===== src/mocp_pkg.sv =====
// Shared types, character codes and saturating digit helpers for the CSV order parser.
package mocp_pkg;

    localparam int unsigned QUEUE_DEPTH = 2;

    localparam logic [1:0] HEADER_LINES_RESET = 2'd2;

    localparam logic [7:0] CHAR_NEWLINE = 8'h0A;
    localparam logic [7:0] CHAR_COMMA   = 8'h2C;
    localparam logic [7:0] CHAR_MINUS   = 8'h2D;
    localparam logic [7:0] CHAR_ZERO    = 8'h30;
    localparam logic [7:0] CHAR_NINE    = 8'h39;
    localparam logic [7:0] CHAR_BID     = 8'h42;

    localparam logic [2:0] FIELD_TIME   = 3'd0;
    localparam logic [2:0] FIELD_ACTION = 3'd1;
    localparam logic [2:0] FIELD_SIDE   = 3'd2;
    localparam logic [2:0] FIELD_PRICE  = 3'd3;
    localparam logic [2:0] FIELD_SIZE   = 3'd4;
    localparam logic [2:0] FIELD_IDENT  = 3'd5;
    localparam logic [2:0] FIELD_PAST   = 3'd6;

    localparam logic [31:0] PRICE_MAG_MAX = 32'h8000_0000;
    localparam logic [31:0] PRICE_POS_MAX = 32'h7FFF_FFFF;

    typedef enum logic [2:0] {
        KIND_DIGIT,
        KIND_COMMA,
        KIND_NEWLINE,
        KIND_MINUS,
        KIND_OTHER,
        // last byte of a stream taken while skipping headers: clears the line only
        KIND_DROP
    } kind_t;

    typedef struct packed {
        logic [7:0] data_byte;
        logic       end_of_input;
    } in_item_t;

    typedef struct packed {
        logic [63:0]        event_time;
        logic [7:0]         action_code;
        logic               is_bid;
        logic signed [31:0] order_price;
        logic [31:0]        quantity;
        logic [63:0]        order_ident;
    } out_item_t;

    // classified byte handed from front to back
    typedef struct packed {
        kind_t      kind;
        logic [7:0] data_byte;
        logic       end_of_input;
    } cmd_t;

    typedef struct packed {
        logic full;
        logic empty;
    } q_status_t;

    // acc*10+d, saturating at all ones (overflow shows in the top bits)
    function automatic logic [63:0] acc10_64(input logic [63:0] acc, input logic [3:0] d);
        logic [67:0] wide;
        wide = ({4'd0, acc} << 3) + ({4'd0, acc} << 1) + {64'd0, d};
        if (wide[67:64] != 4'd0)
            return {64{1'b1}};
        return wide[63:0];
    endfunction

    function automatic logic [31:0] acc10_32(input logic [31:0] acc, input logic [3:0] d);
        logic [35:0] wide;
        wide = ({4'd0, acc} << 3) + ({4'd0, acc} << 1) + {32'd0, d};
        if (wide[35:32] != 4'd0)
            return {32{1'b1}};
        return wide[31:0];
    endfunction

    // price magnitude saturates at 2^31 so the negative limit is reachable
    function automatic logic [31:0] acc10_price(input logic [31:0] acc, input logic [3:0] d);
        logic [35:0] wide;
        wide = ({4'd0, acc} << 3) + ({4'd0, acc} << 1) + {32'd0, d};
        if (wide > {4'd0, PRICE_MAG_MAX})
            return PRICE_MAG_MAX;
        return wide[31:0];
    endfunction

endpackage


===== src/mocp_front.sv =====
// Front end: accepts bytes, skips header lines and classifies each byte for the back end.
module mocp_front (
    input  logic                clk,
    input  logic                rst_n,
    input  logic                in_valid,
    output logic                in_stall,
    input  mocp_pkg::in_item_t  in_data,
    input  logic [1:0]          header_lines,
    input  mocp_pkg::q_status_t q_status,
    output logic                push,
    output mocp_pkg::cmd_t      cmd
);

    logic [1:0] headers_seen_reg;
    logic [1:0] headers_seen_next;
    logic       accept;
    logic       skipping;
    logic       is_digit;

    assign in_stall = q_status.full;
    assign accept   = in_valid && !q_status.full;
    assign skipping = headers_seen_reg < header_lines;
    // end of stream during header skipping still has to clear any open line
    assign push     = accept && (!skipping || in_data.end_of_input);
    assign is_digit = (in_data.data_byte >= mocp_pkg::CHAR_ZERO)
                   && (in_data.data_byte <= mocp_pkg::CHAR_NINE);

    always_comb
    begin
        cmd.data_byte    = in_data.data_byte;
        cmd.end_of_input = in_data.end_of_input;
        if (skipping)
            cmd.kind = mocp_pkg::KIND_DROP;
        else if (in_data.data_byte == mocp_pkg::CHAR_NEWLINE)
            cmd.kind = mocp_pkg::KIND_NEWLINE;
        else if (in_data.data_byte == mocp_pkg::CHAR_COMMA)
            cmd.kind = mocp_pkg::KIND_COMMA;
        else if (in_data.data_byte == mocp_pkg::CHAR_MINUS)
            cmd.kind = mocp_pkg::KIND_MINUS;
        else if (is_digit)
            cmd.kind = mocp_pkg::KIND_DIGIT;
        else
            cmd.kind = mocp_pkg::KIND_OTHER;
    end

    always_comb
    begin
        headers_seen_next = headers_seen_reg;
        if (accept)
        begin
            if (skipping && in_data.data_byte == mocp_pkg::CHAR_NEWLINE)
                headers_seen_next = headers_seen_reg + 2'd1;
            // last byte of a stream restarts header skipping
            if (in_data.end_of_input)
                headers_seen_next = 2'd0;
        end
    end

    always_ff @(posedge clk or negedge rst_n)
    begin
        if (!rst_n)
            headers_seen_reg <= 2'd0;
        else
            headers_seen_reg <= headers_seen_next;
    end

endmodule


===== src/mocp_queue.sv =====
// Small FIFO of classified bytes between front and back end.
module mocp_queue #(
    parameter int unsigned DEPTH = mocp_pkg::QUEUE_DEPTH
) (
    input  logic                clk,
    input  logic                rst_n,
    input  logic                push,
    input  mocp_pkg::cmd_t      push_data,
    input  logic                pop,
    output mocp_pkg::cmd_t      head,
    output mocp_pkg::q_status_t status
);

    localparam int unsigned PTR_W = (DEPTH > 1) ? $clog2(DEPTH) : 1;
    localparam int unsigned CNT_W = $clog2(DEPTH + 1);
    localparam logic [PTR_W-1:0] PTR_LAST = PTR_W'(DEPTH - 1);
    localparam logic [CNT_W-1:0] CNT_FULL = CNT_W'(DEPTH);

    mocp_pkg::cmd_t   mem [DEPTH];
    logic [PTR_W-1:0] wr_ptr_reg;
    logic [PTR_W-1:0] wr_ptr_next;
    logic [PTR_W-1:0] rd_ptr_reg;
    logic [PTR_W-1:0] rd_ptr_next;
    logic [CNT_W-1:0] count_reg;
    logic [CNT_W-1:0] count_next;

    assign head         = mem[rd_ptr_reg];
    assign status.full  = (count_reg == CNT_FULL);
    assign status.empty = (count_reg == '0);

    always_comb
    begin
        wr_ptr_next = wr_ptr_reg;
        rd_ptr_next = rd_ptr_reg;
        count_next  = count_reg;
        if (push)
            wr_ptr_next = (wr_ptr_reg == PTR_LAST) ? '0 : wr_ptr_reg + PTR_W'(1);
        if (pop)
            rd_ptr_next = (rd_ptr_reg == PTR_LAST) ? '0 : rd_ptr_reg + PTR_W'(1);
        if (push && !pop)
            count_next = count_reg + CNT_W'(1);
        else if (pop && !push)
            count_next = count_reg - CNT_W'(1);
    end

    always_ff @(posedge clk)
    begin
        if (push)
            mem[wr_ptr_reg] <= push_data;
    end

    always_ff @(posedge clk or negedge rst_n)
    begin
        if (!rst_n)
        begin
            wr_ptr_reg <= '0;
            rd_ptr_reg <= '0;
            count_reg  <= '0;
        end
        else
        begin
            wr_ptr_reg <= wr_ptr_next;
            rd_ptr_reg <= rd_ptr_next;
            count_reg  <= count_next;
        end
    end

endmodule


===== src/mocp_back.sv =====
// Back end: field accumulators per line and the output record register.
module mocp_back (
    input  logic                clk,
    input  logic                rst_n,
    input  logic                cmd_valid,
    input  mocp_pkg::cmd_t      cmd,
    output logic                pop,
    output logic                out_valid,
    input  logic                out_stall,
    output mocp_pkg::out_item_t out_data
);

    logic [2:0]  field_index_reg,    field_index_next;
    logic        field_started_reg,  field_started_next;
    logic        field_stopped_reg,  field_stopped_next;
    logic        line_has_data_reg,  line_has_data_next;
    logic [63:0] time_acc_reg,       time_acc_next;
    logic [7:0]  action_hold_reg,    action_hold_next;
    logic        bid_hold_reg,       bid_hold_next;
    logic [31:0] price_mag_reg,      price_mag_next;
    logic        price_negative_reg, price_negative_next;
    logic [31:0] size_acc_reg,       size_acc_next;
    logic [63:0] ident_acc_reg,      ident_acc_next;

    logic        out_valid_reg,      out_valid_next;
    logic [63:0] rec_time_reg;
    logic [7:0]  rec_action_reg;
    logic        rec_bid_reg;
    logic [31:0] rec_mag_reg;
    logic        rec_neg_reg;
    logic [31:0] rec_size_reg;
    logic [63:0] rec_ident_reg;

    logic        is_digit;
    logic [3:0]  digit;
    logic        first;
    logic        close;
    logic        emits;
    logic        out_free;
    logic        load_rec;

    assign is_digit = (cmd.kind == mocp_pkg::KIND_DIGIT);
    assign digit    = cmd.data_byte[3:0];
    assign first    = !field_started_reg;
    assign out_free = !out_valid_reg || !out_stall;

    always_comb
    begin
        field_index_next    = field_index_reg;
        field_started_next  = field_started_reg;
        field_stopped_next  = field_stopped_reg;
        line_has_data_next  = line_has_data_reg;
        time_acc_next       = time_acc_reg;
        action_hold_next    = action_hold_reg;
        bid_hold_next       = bid_hold_reg;
        price_mag_next      = price_mag_reg;
        price_negative_next = price_negative_reg;
        size_acc_next       = size_acc_reg;
        ident_acc_next      = ident_acc_reg;

        if (cmd.kind != mocp_pkg::KIND_NEWLINE && cmd.kind != mocp_pkg::KIND_DROP)
        begin
            line_has_data_next = 1'b1;
            if (cmd.kind == mocp_pkg::KIND_COMMA)
            begin
                if (field_index_reg < mocp_pkg::FIELD_PAST)
                    field_index_next = field_index_reg + 3'd1;
                field_started_next = 1'b0;
                field_stopped_next = 1'b0;
            end
            else if (field_index_reg < mocp_pkg::FIELD_PAST)
            begin
                field_started_next = 1'b1;
                if (!field_stopped_reg)
                begin
                    case (field_index_reg)
                        mocp_pkg::FIELD_TIME:
                        begin
                            if (is_digit)
                                time_acc_next = mocp_pkg::acc10_64(time_acc_reg, digit);
                            else
                                field_stopped_next = 1'b1;
                        end
                        mocp_pkg::FIELD_ACTION:
                        begin
                            action_hold_next   = cmd.data_byte;
                            field_stopped_next = 1'b1;
                        end
                        mocp_pkg::FIELD_SIDE:
                        begin
                            bid_hold_next      = (cmd.data_byte == mocp_pkg::CHAR_BID);
                            field_stopped_next = 1'b1;
                        end
                        mocp_pkg::FIELD_PRICE:
                        begin
                            if (first && cmd.kind == mocp_pkg::KIND_MINUS)
                                price_negative_next = 1'b1;
                            else if (is_digit)
                                price_mag_next = mocp_pkg::acc10_price(price_mag_reg, digit);
                            else
                                field_stopped_next = 1'b1;
                        end
                        mocp_pkg::FIELD_SIZE:
                        begin
                            if (is_digit)
                                size_acc_next = mocp_pkg::acc10_32(size_acc_reg, digit);
                            else
                                field_stopped_next = 1'b1;
                        end
                        default:
                        begin
                            if (is_digit)
                                ident_acc_next = mocp_pkg::acc10_64(ident_acc_reg, digit);
                            else
                                field_stopped_next = 1'b1;
                        end
                    endcase
                end
            end
        end

        close    = (cmd.kind == mocp_pkg::KIND_NEWLINE) || cmd.end_of_input;
        emits    = close && line_has_data_next && (cmd.kind != mocp_pkg::KIND_DROP);
        // a record-producing item waits for the output slot; others never wait
        pop      = cmd_valid && (!emits || out_free);
        load_rec = pop && emits;

        if (load_rec)
            out_valid_next = 1'b1;
        else if (!out_stall)
            out_valid_next = 1'b0;
        else
            out_valid_next = out_valid_reg;
    end

    always_ff @(posedge clk or negedge rst_n)
    begin
        if (!rst_n)
        begin
            field_index_reg    <= mocp_pkg::FIELD_TIME;
            field_started_reg  <= 1'b0;
            field_stopped_reg  <= 1'b0;
            line_has_data_reg  <= 1'b0;
            time_acc_reg       <= '0;
            action_hold_reg    <= '0;
            bid_hold_reg       <= 1'b0;
            price_mag_reg      <= '0;
            price_negative_reg <= 1'b0;
            size_acc_reg       <= '0;
            ident_acc_reg      <= '0;
            out_valid_reg      <= 1'b0;
        end
        else
        begin
            out_valid_reg <= out_valid_next;
            if (pop)
            begin
                if (close)
                begin
                    field_index_reg    <= mocp_pkg::FIELD_TIME;
                    field_started_reg  <= 1'b0;
                    field_stopped_reg  <= 1'b0;
                    line_has_data_reg  <= 1'b0;
                    time_acc_reg       <= '0;
                    action_hold_reg    <= '0;
                    bid_hold_reg       <= 1'b0;
                    price_mag_reg      <= '0;
                    price_negative_reg <= 1'b0;
                    size_acc_reg       <= '0;
                    ident_acc_reg      <= '0;
                end
                else
                begin
                    field_index_reg    <= field_index_next;
                    field_started_reg  <= field_started_next;
                    field_stopped_reg  <= field_stopped_next;
                    line_has_data_reg  <= line_has_data_next;
                    time_acc_reg       <= time_acc_next;
                    action_hold_reg    <= action_hold_next;
                    bid_hold_reg       <= bid_hold_next;
                    price_mag_reg      <= price_mag_next;
                    price_negative_reg <= price_negative_next;
                    size_acc_reg       <= size_acc_next;
                    ident_acc_reg      <= ident_acc_next;
                end
            end
        end
    end

    always_ff @(posedge clk)
    begin
        if (load_rec)
        begin
            rec_time_reg   <= time_acc_next;
            rec_action_reg <= action_hold_next;
            rec_bid_reg    <= bid_hold_next;
            rec_mag_reg    <= price_mag_next;
            rec_neg_reg    <= price_negative_next;
            rec_size_reg   <= size_acc_next;
            rec_ident_reg  <= ident_acc_next;
        end
    end

    assign out_valid            = out_valid_reg;
    assign out_data.event_time  = rec_time_reg;
    assign out_data.action_code = rec_action_reg;
    assign out_data.is_bid      = rec_bid_reg;
    assign out_data.quantity    = rec_size_reg;
    assign out_data.order_ident = rec_ident_reg;
    // positive prices clip at 2^31-1; magnitude 2^31 negates to the minimum
    assign out_data.order_price = rec_neg_reg ? $signed(32'd0 - rec_mag_reg)
                                : $signed((rec_mag_reg > mocp_pkg::PRICE_POS_MAX)
                                          ? mocp_pkg::PRICE_POS_MAX : rec_mag_reg);

endmodule


===== src/market_order_csv_line_parser.sv =====
// Top level of the CSV market-order line parser.
// Input channel: in_valid / in_stall / in_data carries one text byte per item plus an
//   end_of_input flag; an item is taken at a clock edge with in_valid high, in_stall low.
// Output channel: out_valid / out_stall / out_data carries one parsed record per line.
// Config channel: cfg_valid / cfg_ready / cfg_data writes header_lines (reset value 2);
//   cfg_ready is always high, write only while no bytes are in flight.
// Throughput: one byte per cycle unless stalled (one back-end shift-add per digit).
// A record passes through the queue and the output record register: out_valid rises
//   right after the edge that pops the newline or end_of_input byte from the queue;
//   that pop waits for any bytes ahead of it and for a free output register.
// A line with no bytes gives no record; header lines are dropped in the front end.
// When out_stall holds a record, the back end keeps consuming bytes that close no line;
//   the queue of QUEUE_DEPTH items then fills and in_stall rises until the record leaves.
// Reset (rst_n low, asynchronous) empties the queue and output register, clears
//   all field accumulators and the header count, and restores header_lines to 2.
module market_order_csv_line_parser #(
    parameter int unsigned QUEUE_DEPTH = mocp_pkg::QUEUE_DEPTH
) (
    input  logic                clk,
    input  logic                rst_n,
    input  logic                in_valid,
    output logic                in_stall,
    input  mocp_pkg::in_item_t  in_data,
    output logic                out_valid,
    input  logic                out_stall,
    output mocp_pkg::out_item_t out_data,
    input  logic                cfg_valid,
    output logic                cfg_ready,
    input  logic [1:0]          cfg_data
);

    logic [1:0]          header_lines_reg;
    logic                push;
    logic                pop;
    mocp_pkg::cmd_t      push_cmd;
    mocp_pkg::cmd_t      head_cmd;
    mocp_pkg::q_status_t q_status;

    assign cfg_ready = 1'b1;

    always_ff @(posedge clk or negedge rst_n)
    begin
        if (!rst_n)
            header_lines_reg <= mocp_pkg::HEADER_LINES_RESET;
        else if (cfg_valid && cfg_ready)
            header_lines_reg <= cfg_data;
    end

    mocp_front u_front (
        .clk          (clk),
        .rst_n        (rst_n),
        .in_valid     (in_valid),
        .in_stall     (in_stall),
        .in_data      (in_data),
        .header_lines (header_lines_reg),
        .q_status     (q_status),
        .push         (push),
        .cmd          (push_cmd)
    );

    mocp_queue #(
        .DEPTH (QUEUE_DEPTH)
    ) u_queue (
        .clk       (clk),
        .rst_n     (rst_n),
        .push      (push),
        .push_data (push_cmd),
        .pop       (pop),
        .head      (head_cmd),
        .status    (q_status)
    );

    mocp_back u_back (
        .clk       (clk),
        .rst_n     (rst_n),
        .cmd_valid (!q_status.empty),
        .cmd       (head_cmd),
        .pop       (pop),
        .out_valid (out_valid),
        .out_stall (out_stall),
        .out_data  (out_data)
    );

endmodule


===== config.mk =====
export PLATFORM = sky130hd
export DESIGN_NAME = market_order_csv_line_parser
export DESIGN_NICKNAME = d
export VERILOG_FILES = /design/src/mocp_pkg.sv /design/src/mocp_front.sv /design/src/mocp_queue.sv /design/src/mocp_back.sv /design/src/market_order_csv_line_parser.sv
export SDC_FILE = /design/constraint.sdc
export NUM_CORES = 1
export LEC_CHECK = 0
export ABC_AREA = 1
export BUFFER_PORTS_ARGS = -buffer_cell sky130_fd_sc_hd__clkbuf_2
export CAP_MARGIN = 20
export CORE_ASPECT_RATIO = 1.2
export CORE_MARGIN = 10
export CORE_UTILIZATION = 50
export DETAILED_ROUTE_END_ITERATION = 12
export PLACE_DENSITY_LB_ADDON = 0.25
export SYNTH_ARGS = -nofsm -noshare
export SYNTH_HDL_FRONTEND = slang
export SYNTH_SLANG_ARGS = --single-unit

===== constraint.sdc =====
create_clock -name clk -period 19.5 [get_ports clk]
set_clock_uncertainty 0.2 [all_clocks]
set_input_delay 3.9 -clock clk [delete_from_list [all_inputs] [get_ports clk]]
set_output_delay 3.9 -clock clk [all_outputs]
set_load 0.01 [all_outputs]

## After elaboration in Yosys (flattened, before gate mapping)

Memories as Yosys holds them, arrays and structs flattened.
Index checks and enable logic that the tools add are counted.

| storage, ports and cells | value |
|---|---|
| logic and storage cells | 223 |
| bits in registers | 419 |
| memory bits (writable) | 24 |
| ROM bits | 0 |
| memories kept | 1 |
| latch bits | 0 |

| cells by class | value |
|---|---|
| shift operators | 0 |
| bitwise gates (word level) | 0 |
| mux-type cells | 120 |
| divide/modulo/power cells | 0 |
| add/sub/neg operators | 15 |
| $lt $le $gt $ge | 6 |
| reductions and logical operators | 42 |
| eq/ne operators | 15 |
| $mul | 0 |

Memory list:

| memory | depth | width | rd ports | clocked after memory_dff | wr ports | line | source |
|---|---|---|---|---|---|---|---|
| u_queue.mem | 2 | 12 | 1 | 0 | 1 | mocp_queue.sv:19 | `mocp_pkg::cmd_t mem [DEPTH];` |

Operators with widths:

| kind | number |
|---|---|
| 64-bit 2-to-1 mux | 18 |
| 32-bit 2-to-1 mux | 21 |
| 67-bit by 65-bit adder with 68-bit output | 2 |
| 68-bit by 4-bit adder with 68-bit output | 2 |
| 35-bit by 33-bit adder with 36-bit output | 2 |
| 36-bit by 4-bit adder with 36-bit output | 2 |
| 1-bit 2-to-1 mux | 61 |
| 8-bit 2-to-1 mux | 6 |
| 36-bit by 32-bit > comparator with 1-bit output (second input constant) | 1 |
| 32-bit by 31-bit > comparator with 1-bit output (second input constant) | 1 |
| 1-bit by 32-bit subtractor with 32-bit output (first input constant) | 1 |
| 3-bit 2-to-1 mux | 9 |
| 8-bit by 6-bit equality test with 1-bit output (second input constant) | 2 |
| 3-bit by 2-bit equality test with 1-bit output (second input constant) | 4 |
| 1-bit logical AND | 12 |
| 4-bit nonzero test | 3 |
| 2-bit nonzero test | 5 |
| 1-bit zero test | 9 |
| 8-bit by 4-bit equality test with 1-bit output (second input constant) | 1 |
| 8-bit by 7-bit equality test with 1-bit output (second input constant) | 1 |
| 8-bit by 6-bit >= comparator with 1-bit output (second input constant) | 1 |
| 8-bit by 6-bit <= comparator with 1-bit output (second input constant) | 1 |
| 2-bit 2-to-1 mux | 4 |
| 3-bit by 1-bit equality test with 1-bit output (second input constant) | 2 |
| other kinds (21) | 27 |

## Logic depth before layout (Yosys ltp)

Gate-level depths: netlist of run 1.

| depth | value |
|---|---|
| word-level depth | 20 |
| gate-level depth with buffers | 26 |
| depth with buffers taken out | 25 |

## By module

From an unflattened synthesis of run 1, not the netlist that was laid out.

| unflattened totals | value |
|---|---|
| cell total of the unflattened synthesis | 5056 |
| area total of the unflattened synthesis | 36602.6 um^2 |

Modules (own cells, without submodules):

| module | area an instance (um^2) | instances | sequential area each (um^2) | cells an instance |
|---|---|---|---|---|
| mocp_back | 35074.9 | 1 | 11295.8 | 4926 |
| mocp_queue | 1107.3 | 1 | 820.8 | 62 |
| mocp_front | 327.8 | 1 | 50.0 | 56 |
| market_order_csv_line_parser | 92.6 | 1 | 51.3 | 12 |

## Worst setup path before layout of run 1

No wires, ideal clock.

| timing path | value |
|---|---|
| kind | input port to flip-flop |
| start point | input out_stall |
| end point | register u_back.rec_action_reg[0], enable pin |
| arrival | 8150 ps |
| setup slack | 10595 ps |
| path buffers | 0 |
| setup time | 554 ps |
| stages on the path | 5 |
| cells stage by stage | nand3_1 > nand2_1 > inv_2 > nand2_1 > inv_1 |

| between the ends | value |
|---|---|
| cells in the longest elaborated chain, start to end | 5 |

Ends and longest elaborated chain:

| item | line | source |
|---|---|---|
| from (decl) | market_order_csv_line_parser.sv:25 | `input logic out_stall,` |
| 1-bit zero test | mocp_back.sv:45 | `assign out_free = !out_valid_reg \|\| !out_stall;` |
| 1-bit logical OR | mocp_back.sv:45 |  |
| 1-bit logical OR | mocp_back.sv:125 | `pop = cmd_valid && (!emits \|\| out_free);` |
| 1-bit logical AND | mocp_back.sv:125 |  |
| 1-bit logical AND | mocp_back.sv:126 | `load_rec = pop && emits;` |
| named net u_back.load_rec | mocp_back.sv:40 | `logic load_rec;` |
| to (signal assigned) | mocp_back.sv:195 | `rec_action_reg <= action_hold_next;` |
| to (decl) | mocp_back.sv:27 | `logic [7:0] rec_action_reg;` |

The timed path passes the listed nets, and every way through them passes these cells.
A chain may end at the register's enable or synchronous reset.

==> results of run 1 <==
-- logic make-up (layout without fill, tap and decap cells) --
kind of cell / count (synthesis) / count (layout) / share of synthesized area [%]
buf+inv: 792 / 1008 / 8.489
compound gates: 739 / 739 / 10.92
flops: 443 / 443 / 33.63
other cells: 1 / 1 / 0.01032
xor+xnor: 131 / 131 / 3.158
simple gates: 2540 / 2540 / 29.78
fa+ha+maj: 397 / 397 / 13.84
mux: 6 / 6 / 0.1688
-- report_power, final --
part | total [mW] | internal [mW] | switching (mW) | leakage, nW
combinational | 1.60 | 0.477 | 1.13 | 15.2
clock | 1.04 | 0.621 | 0.415 | 0.866
sequential | 1.57 | 1.38 | 0.187 | 5.17
total | 4.21 | 2.48 | 1.73 | 21.3
-- worst reg2reg max path, stage by stage, from the launching register on --
cell,delay (ps)
sky130_fd_sc_hd__dfrtp_1,670
sky130_fd_sc_hd__inv_2,190
sky130_fd_sc_hd__nand2_1,100
sky130_fd_sc_hd__nand2_1,440
sky130_fd_sc_hd__ha_1,510
sky130_fd_sc_hd__ha_1,230
sky130_fd_sc_hd__inv_1,80
sky130_fd_sc_hd__fa_1,450
sky130_fd_sc_hd__nand3b_1,180
sky130_fd_sc_hd__nand2_1,150
sky130_fd_sc_hd__nand2_1,70
sky130_fd_sc_hd__nand2_1,120
sky130_fd_sc_hd__nand3_1,80
sky130_fd_sc_hd__nand2_1,170
sky130_fd_sc_hd__nand2_1,70
sky130_fd_sc_hd__nand2_1,230
sky130_fd_sc_hd__nand2_1,170
sky130_fd_sc_hd__nand3_1,120
sky130_fd_sc_hd__nand2_1,100
sky130_fd_sc_hd__nor2_4,470
sky130_fd_sc_hd__buf_4,470
sky130_fd_sc_hd__nand4_1,320
sky130_fd_sc_hd__nand2_1,190
sky130_fd_sc_hd__inv_1,60
-- path summary, 6_finish.rpt --
check                                               start                         to  slack (ps)  cells past startpoint
worst max-delay path                   u_back.rec_neg_reg              out_data[115]       11460                      8
worst min-delay path            u_back.action_hold_reg[3]  u_back.action_hold_reg[3]         290                      2
worst max register to register         u_queue.rd_ptr_reg    u_back.rec_time_reg[53]       13440                     23
worst min register to register  u_back.action_hold_reg[3]  u_back.action_hold_reg[3]         290                      2
max in group asynchronous                           rst_n    u_back.time_acc_reg[29]       14540                      2
min in group asynchronous                           rst_n   u_back.price_mag_reg[30]        3040                      1
-- per-layer routing --
| metal | up-vias | share of wire [%] | GRT usage [%] |
|---|---|---|---|
| li1 | 16930 | - | - |
| met1 | 15620 | 44 | 31.61 |
| met2 | 726 | 49 | 43.97 |
| met3 | 143 | 4.4 | 3.024 |
| met4 | 0 | 3.1 | 7.902 |
| met5 | - | 0 | 0 |
-- layout by cell type, fill, tap and decap left out, drive strengths merged, types with 2 or more instances in the layout --
master    instances
clkinvlp          4
a21boi           14
inv             683
or2             134
and3             12
a22o              2
and2              8
nor2            502
mux2i             5
nor3             66
o21a             23
clkbuf          275
edfxtp          226
dfrtp           216
nor4             20
a21oi           322
ha              389
o22ai             3
o211ai            6
nand2          1354
nand4            64
o21ai           300
nand3b           30
a31oi            21
nand3           348
o21bai           20
bufinv           10
buf              23
a21o             25
xor2             68
xnor2            63
fa                8
clkinv           13
-- final cells by class --
| type | count | area (um^2) |
|---|---|---|
| Timing Repair Buffer | 240 | 1321 |
| Tap cell | 935 | 1170 |
| Multi-Input combinational cell | 3814 | 21090 |
| Clock inverter | 32 | 465.4 |
| Clock buffer | 58 | 1321 |
| Inverter | 678 | 2554 |
| Sequential cell | 443 | 12220 |
| Fill cell | 7060 | 32020 |
==> results.txt, run 1 <==
The run finished with clean final reports. From bottom edge to top edge, the die measures 315.3 um. The maximum clock path buffer count is 3. The via count of the first global-routing pass is 32390. The global-route wire length before repair came out at 171800 um.

The vias per cell is 5.390. In this run the worst path has a maximum fanout of 22. The wire length reported by the detailed router came out at 106500 um. The share of layout cells above drive strength 1 is 9.174%. Synthesis inferred 443 register bits. The largest stage delay on the critical path came out at 780 ps.

The critical path goes through inv_1, o41ai_1, nor2_1, inv_1, o21ai_0, inv_1, o21ai_0, clkbuf_2. The total clock sinks is 443. In this run the clock root is driven by a sky130_fd_sc_hd__clkbuf_16. The kind of critical path is flip-flop to output pin.

The area enclosed by the die boundary came out at 83890 um^2. The slew at the pin with the worst max-slew slack came out at 1139 ps. The via count of the routed design came out at between 30000 and 40000.

The post-route cell area is 40130 um^2. The placement row count came out at 108. The count of max-cap constraint violations is 0. The sequential cell area fraction in the yosys report is between 30% and 40%. The sum of negative setup slack came out at 0 ps. The relative slew slack is 24.05%. The minimum period implied by the final worst setup slack is 8038 ps. The most used flip-flop cell after synthesis is sky130_fd_sc_hd__edfxtp_1. Grouping stages by cell kind, the critical path spends the most delay in buffers and inverters. Setup repair after global routing left no endpoint under its margin. The core region is 72160 um^2. The HPWL after detailed placement is ~83000 um. The number of buffers and inverters on the critical path is 4. The starting utilization of the core area came out at just over 50%.

The number of primary I/O pins came out at 220. The power density of the placed cells is 104.9 nW/um^2. The post-route antenna net violation count came out at 0. The number of distinct standard cells referenced by the synthesized netlist is 49. The hold violation total from the final report is 0.

The final standard cell utilization of the core is 55.62%. After clock tree synthesis, the clock-pin slew on the worst setup and hold paths is 70 ps. 0 antenna diodes ended up in the layout. The number of standard cells after synthesis is 5049. The CTS tree is done.

The net count after synthesis came out at 5462. The global router's overall resource usage came out at 25.05%. Clock latency on the worst-skew pair, taken at its later pin, is 620 ps.

Power comes to 4.210 mW. The final clock period utilization by the worst path is 41.22%. The most common cell in the synthesized netlist is sky130_fd_sc_hd__nand2_1. The leakage power summed over all cells is 21.25 nW. Setup violations remaining at the end of the flow were counted as 0. The number of buffers inserted for hold repair after clock tree synthesis is 0. The number of cells after detailed placement is 6110. Summed over all instances, the cell type with the most area after synthesis is sky130_fd_sc_hd__edfxtp_1. The worst hold slack is 287.3 ps.

The DRC marker count from the first detailed-route iteration is 2260. The worst-case IR drop observed on VDD is 0.1711 mV. The initial antenna violation count came out at 0. The slowest stage of the critical path is the sky130_fd_sc_hd__nor2_1 cell. Summed over its instances, the top area cell type makes up 18.68% of the synthesized netlist area. Derived from the worst setup path, the maximum achievable clock frequency is 124.4 MHz. The post-detailed-placement cell area is 38350 um^2. The tightest min-delay check is of the flip-flop to flip-flop type. The number of max-slew violations in the final report is 0. In the synthesized netlist the async set-or-reset flop fraction comes to 48.98%. The cell that appears most often on the critical path is sky130_fd_sc_hd__inv_1. In this run the number of H-tree levels came out at 2. The number of buffer cells added on primary ports came out at 218. The worst-case setup margin in the final layout is 11460 ps. The largest net degree at the start of global routing came out at 132.

After clock tree synthesis, the setup repair step added 0 buffers. The mean instance size in the synthesized netlist came out at 7.196 um^2. Counting the buffers created by CTS gives 48. At the worst endpoint, the arrival time is 3940 ps. Excluding fillers, the count of instances in the completed layout stands at 6200.

The number of enable flip-flop cells after synthesis came out at 226. Gates resized during post-CTS repair numbered 0. The detailed-routing iteration count for the pre-antenna-repair pass is 6.

The total grt overflow came out at 0. In the final design database the tool counted 5638 nets. Relative to the synthesized area, the layout overhead comes to 10.47%. The Yosys step of the flow raised 0 warnings. The data required time at the worst endpoint came out at 15400 ps.

The area of the mapped netlist is 36330 um^2. The worst setup path is launched from a flip-flop. The routed wirelength normalized by instance count came out at about 17 um. The worst setup path is captured at an output pin. The floorplan die width is 266.1 um. By count the netlist is led by sky130_fd_sc_hd__nand2_1, sky130_fd_sc_hd__inv_1, sky130_fd_sc_hd__nor2_1, sky130_fd_sc_hd__ha_1, sky130_fd_sc_hd__nand3_1. Prior to clock tree synthesis, the placed netlist has a worst setup slack of 12170 ps. Ranked by total cell area, the synthesized netlist is headed by sky130_fd_sc_hd__edfxtp_1, sky130_fd_sc_hd__dfrtp_1, sky130_fd_sc_hd__nand2_1. In the routed design, unresolved DRC markers number 0. The congestion estimate from routability-driven global placement came to 0.9584.
Note: power is estimated with default switching activity, not from simulation.
==> inputs of run 2 (changes only) <==
- clock period: 19.5 -> 7.4 ns (I/O delays scaled with it)
==> results.txt, run 2 (synthesized netlist as in run 1, its figures left out) <==
The placement row count came out at 108 (unchanged). The net switching fraction of the power is 41.88% (was 41.07%). The hold violation total from the final report came to 0 (unchanged). The total setup violations reported at the end of the flow is 0 (unchanged).

The worst hold path class is flip-flop to flip-flop (unchanged). The area enclosed by the die boundary is 83890 um^2 (unchanged). The die boundary height is 315.3 um (unchanged).

The initial antenna violation count came to 1 (was 0). The clock latency of the later-clocked register in the worst-skew pair came out at 640 ps (was 620 ps). The post-route DRC violation count is 0 (unchanged). The CTS tree was done (unchanged).

The final clock period utilization by the worst path is 77.80%. The data required time at the worst endpoint came out at 7580 ps (was 15400 ps). The timing-limited maximum frequency is between 150 and 200 MHz. The worst-case setup margin in the final layout came out at 1643 ps (was 11460 ps). The synthesis-to-layout area growth came out at 10.10% (was 10.47%). The post-CTS setup buffer count is 0 (unchanged). The switching power summed over all nets came to 4.592 mW (was 1.729 mW). The number of buffer cells added on primary ports is 218 (unchanged). The final cell count without fillers is 6202 (was 6200). The setup slack at placement is 1713 ps (was 12170 ps). The number of inserted diodes is 0 (unchanged). The part of the power in combinational logic came out at 39.1% (was 38.1%). Commonest cells after routing, fill and taps aside: sky130_fd_sc_hd__nand2_1, sky130_fd_sc_hd__inv_1, sky130_fd_sc_hd__nor2_1 (unchanged).

The number of levels the H-tree was split into came out at 2 (unchanged). The floorplan die width is 266.1 um (unchanged). The total grt overflow came to 0 (unchanged). The global-route wire length before repair came out at 175000 um (was 171800 um). The CTS buffer count is 47 (was 48). The total clock sinks is 443 (unchanged). The number of nets at the end of the flow is 5641 (was 5638).

The vias per cell came out at 5.414 (was 5.390). The number of max-slew violations in the final report is 0 (unchanged). The global router's overall resource usage is 25.58% (was 25.05%).

The leading cell type in the layout, fill and taps excluded is sky130_fd_sc_hd__nand2_1 (unchanged). The slew at the pin with the worst max-slew slack came out at 1149 ps (was 1139 ps). The maximum clock path buffer count was 3 (unchanged).

The minimum period implied by the final worst setup slack came out at ~5800 ps. The leakage power summed over all cells is 21.19 nW (was 21.25 nW). The sum of negative setup slack came out at 0 ps (unchanged). The kind of critical path was flip-flop to flip-flop (was flip-flop to output pin). The HPWL after detailed placement came out at 84250 um (was 83130 um). The startpoint type of the worst setup path is a flip-flop (unchanged). The routed wirelength normalized by instance count came out at 17.51 um (was 17.18 um). The clock transition at the registers of the reported paths came out at 60 ps (was 70 ps). The part of the total power dissipated in sequential elements was 38.1% (was 37.3%). The DRC marker count from the first detailed-route iteration came out at 2312 (was 2260). Status: finished, final reports clean (unchanged). The root buffer cell is sky130_fd_sc_hd__clkbuf_16 (unchanged).

The internal power came out at 6.373 mW (was 2.481 mW). The largest net degree at the start of global routing is 113 (was 132). The endpoint kind of the worst setup timing path is a flip-flop (was output pin).

The clock power share is 22.9% (was 24.6%). The via count of the routed design is 33580 (was 33420). The via count of the first global-routing pass came out at 32990 (was 32390). The post-route antenna net violation count is 0 (unchanged). Unrepaired setup endpoints after global routing: false (unchanged).

The number of fill cells in the layout came to 7146 (was 7060). The weighted congestion at the end of routability-driven global placement was 0.9645 (was 0.9584). The share of layout cells above drive strength 1 is 9.113% (was 9.174%). The count of max-cap constraint violations is 0 (unchanged).

The starting utilization of the core area is 50.35% (unchanged). The post-cts repair resize count is 0 (unchanged). The number of buffers inserted for hold repair after clock tree synthesis came out at 0 (unchanged). The relative slew slack came out at 23.41% (was 24.05%). The number of primary I/O pins is 220 (unchanged). The wire length reported by the detailed router came out at 108600 um (was 106500 um).

The worst path arrival time was 5940 ps (was 3940 ps). The peak ir drop on the vdd network is 0.6506 mV (was 0.1711 mV). The power density of the placed cells is 274.1 nW/um^2 (was 104.9 nW/um^2). The detailed-routing iteration count for the pre-antenna-repair pass was 5 (was 6). The total core area is 72160 um^2 (unchanged).

The number of cells after detailed placement came out at 6112 (was 6110). The largest fanout on the critical path came out at 35 (was 22). The worst hold slack came out at 282.9 ps (was 287.3 ps).
-- run 2: changes by cell type in the layout (fill, tap and decap cells not counted), sizes merged --
| cell | delta |
|---|---|
| clkbuf | -1 |
| buf | +4 |
| clkinv | +6 |
| bufinv | -4 |
| inv | -4 |
| clkinvlp | +1 |
-- run 2: stage by stage --
step	area (um^2)	util, %	total power [mW]
2_1_floorplan	36330	-	6.848
3_5_place_dp	38350	53.15	8.528
3_3_place_gp	38300	53.07	8.456
4_1_cts	39980	55.41	11.07
5_1_grt	40000	55.43	11.67
6_report	40000	55.43	10.96
-- run 2: path summary, 6_finish.rpt --
path	start	to	slack (ps)	depth (start not counted)
max in group asynchronous	rst_n	u_back.time_acc_reg[12]	5060	2
max reg2reg	u_queue.rd_ptr_reg	u_back.rec_time_reg[42]	1640	23
max	u_queue.rd_ptr_reg	u_back.rec_time_reg[42]	1640	23
min	u_back.action_hold_reg[5]	u_back.action_hold_reg[5]	280	2
min reg2reg	u_back.action_hold_reg[5]	u_back.action_hold_reg[5]	280	2
min in group asynchronous	rst_n	u_back.price_mag_reg[28]	580	1
-- run 2: metal layers --
metal	up-vias	GRT usage (%)	share of wire, %
li1	16930	-	-
met2	783	44.27	48
met3	150	3.609	5.0
met4	0	8.318	3.0
met1	15710	32.36	44
met5	-	0	0
-- run 2: final cells by class --
| type | count | area (um^2) | area share [%] |
|---|---|---|---|
| clock buffers | 57 | 1255 | 3.137 |
| clock inverters | 31 | 374.1 | 0.9353 |
| inverters | 678 | 2554 | 6.384 |
| multi-input cells | 3814 | 21090 | 52.71 |
| flip-flops and latches | 443 | 12220 | 30.55 |
| well taps | 935 | 1170 | 2.925 |
| repair buffers | 244 | 1344 | 3.360 |
-- run 2: critical path: stages (launching register included) --
cell and delay, ps:
sky130_fd_sc_hd__dfrtp_1 640, sky130_fd_sc_hd__inv_2 160, sky130_fd_sc_hd__nand2_1 90, sky130_fd_sc_hd__nand2_1 390
sky130_fd_sc_hd__ha_1 470, sky130_fd_sc_hd__ha_1 250, sky130_fd_sc_hd__inv_1 90, sky130_fd_sc_hd__fa_1 450
sky130_fd_sc_hd__nand3b_1 170, sky130_fd_sc_hd__nand2_1 130, sky130_fd_sc_hd__nand2_1 60, sky130_fd_sc_hd__nand2_1 110
sky130_fd_sc_hd__nand2_1 70, sky130_fd_sc_hd__nand2_1 150, sky130_fd_sc_hd__nand2_1 70, sky130_fd_sc_hd__nand2_1 180
sky130_fd_sc_hd__nand2_1 100, sky130_fd_sc_hd__nand3_1 90, sky130_fd_sc_hd__nand2_1 100, sky130_fd_sc_hd__nor2_4 790
sky130_fd_sc_hd__buf_4 410, sky130_fd_sc_hd__nand3_1 120, sky130_fd_sc_hd__nand2_1 120, sky130_fd_sc_hd__inv_1 60
-- run 2: power by group through the flow --
stage | clock [mW] | combinational [mW] | sequential (mW)
after CTS | 2.56 | 4.34 | 4.17
after global routing | 2.65 | 4.77 | 4.25
after global placement | 0 | 4.24 | 4.21
after detailed placement | 0 | 4.32 | 4.21
final | 2.51 | 4.28 | 4.17
after floorplan | 0 | 2.46 | 4.39
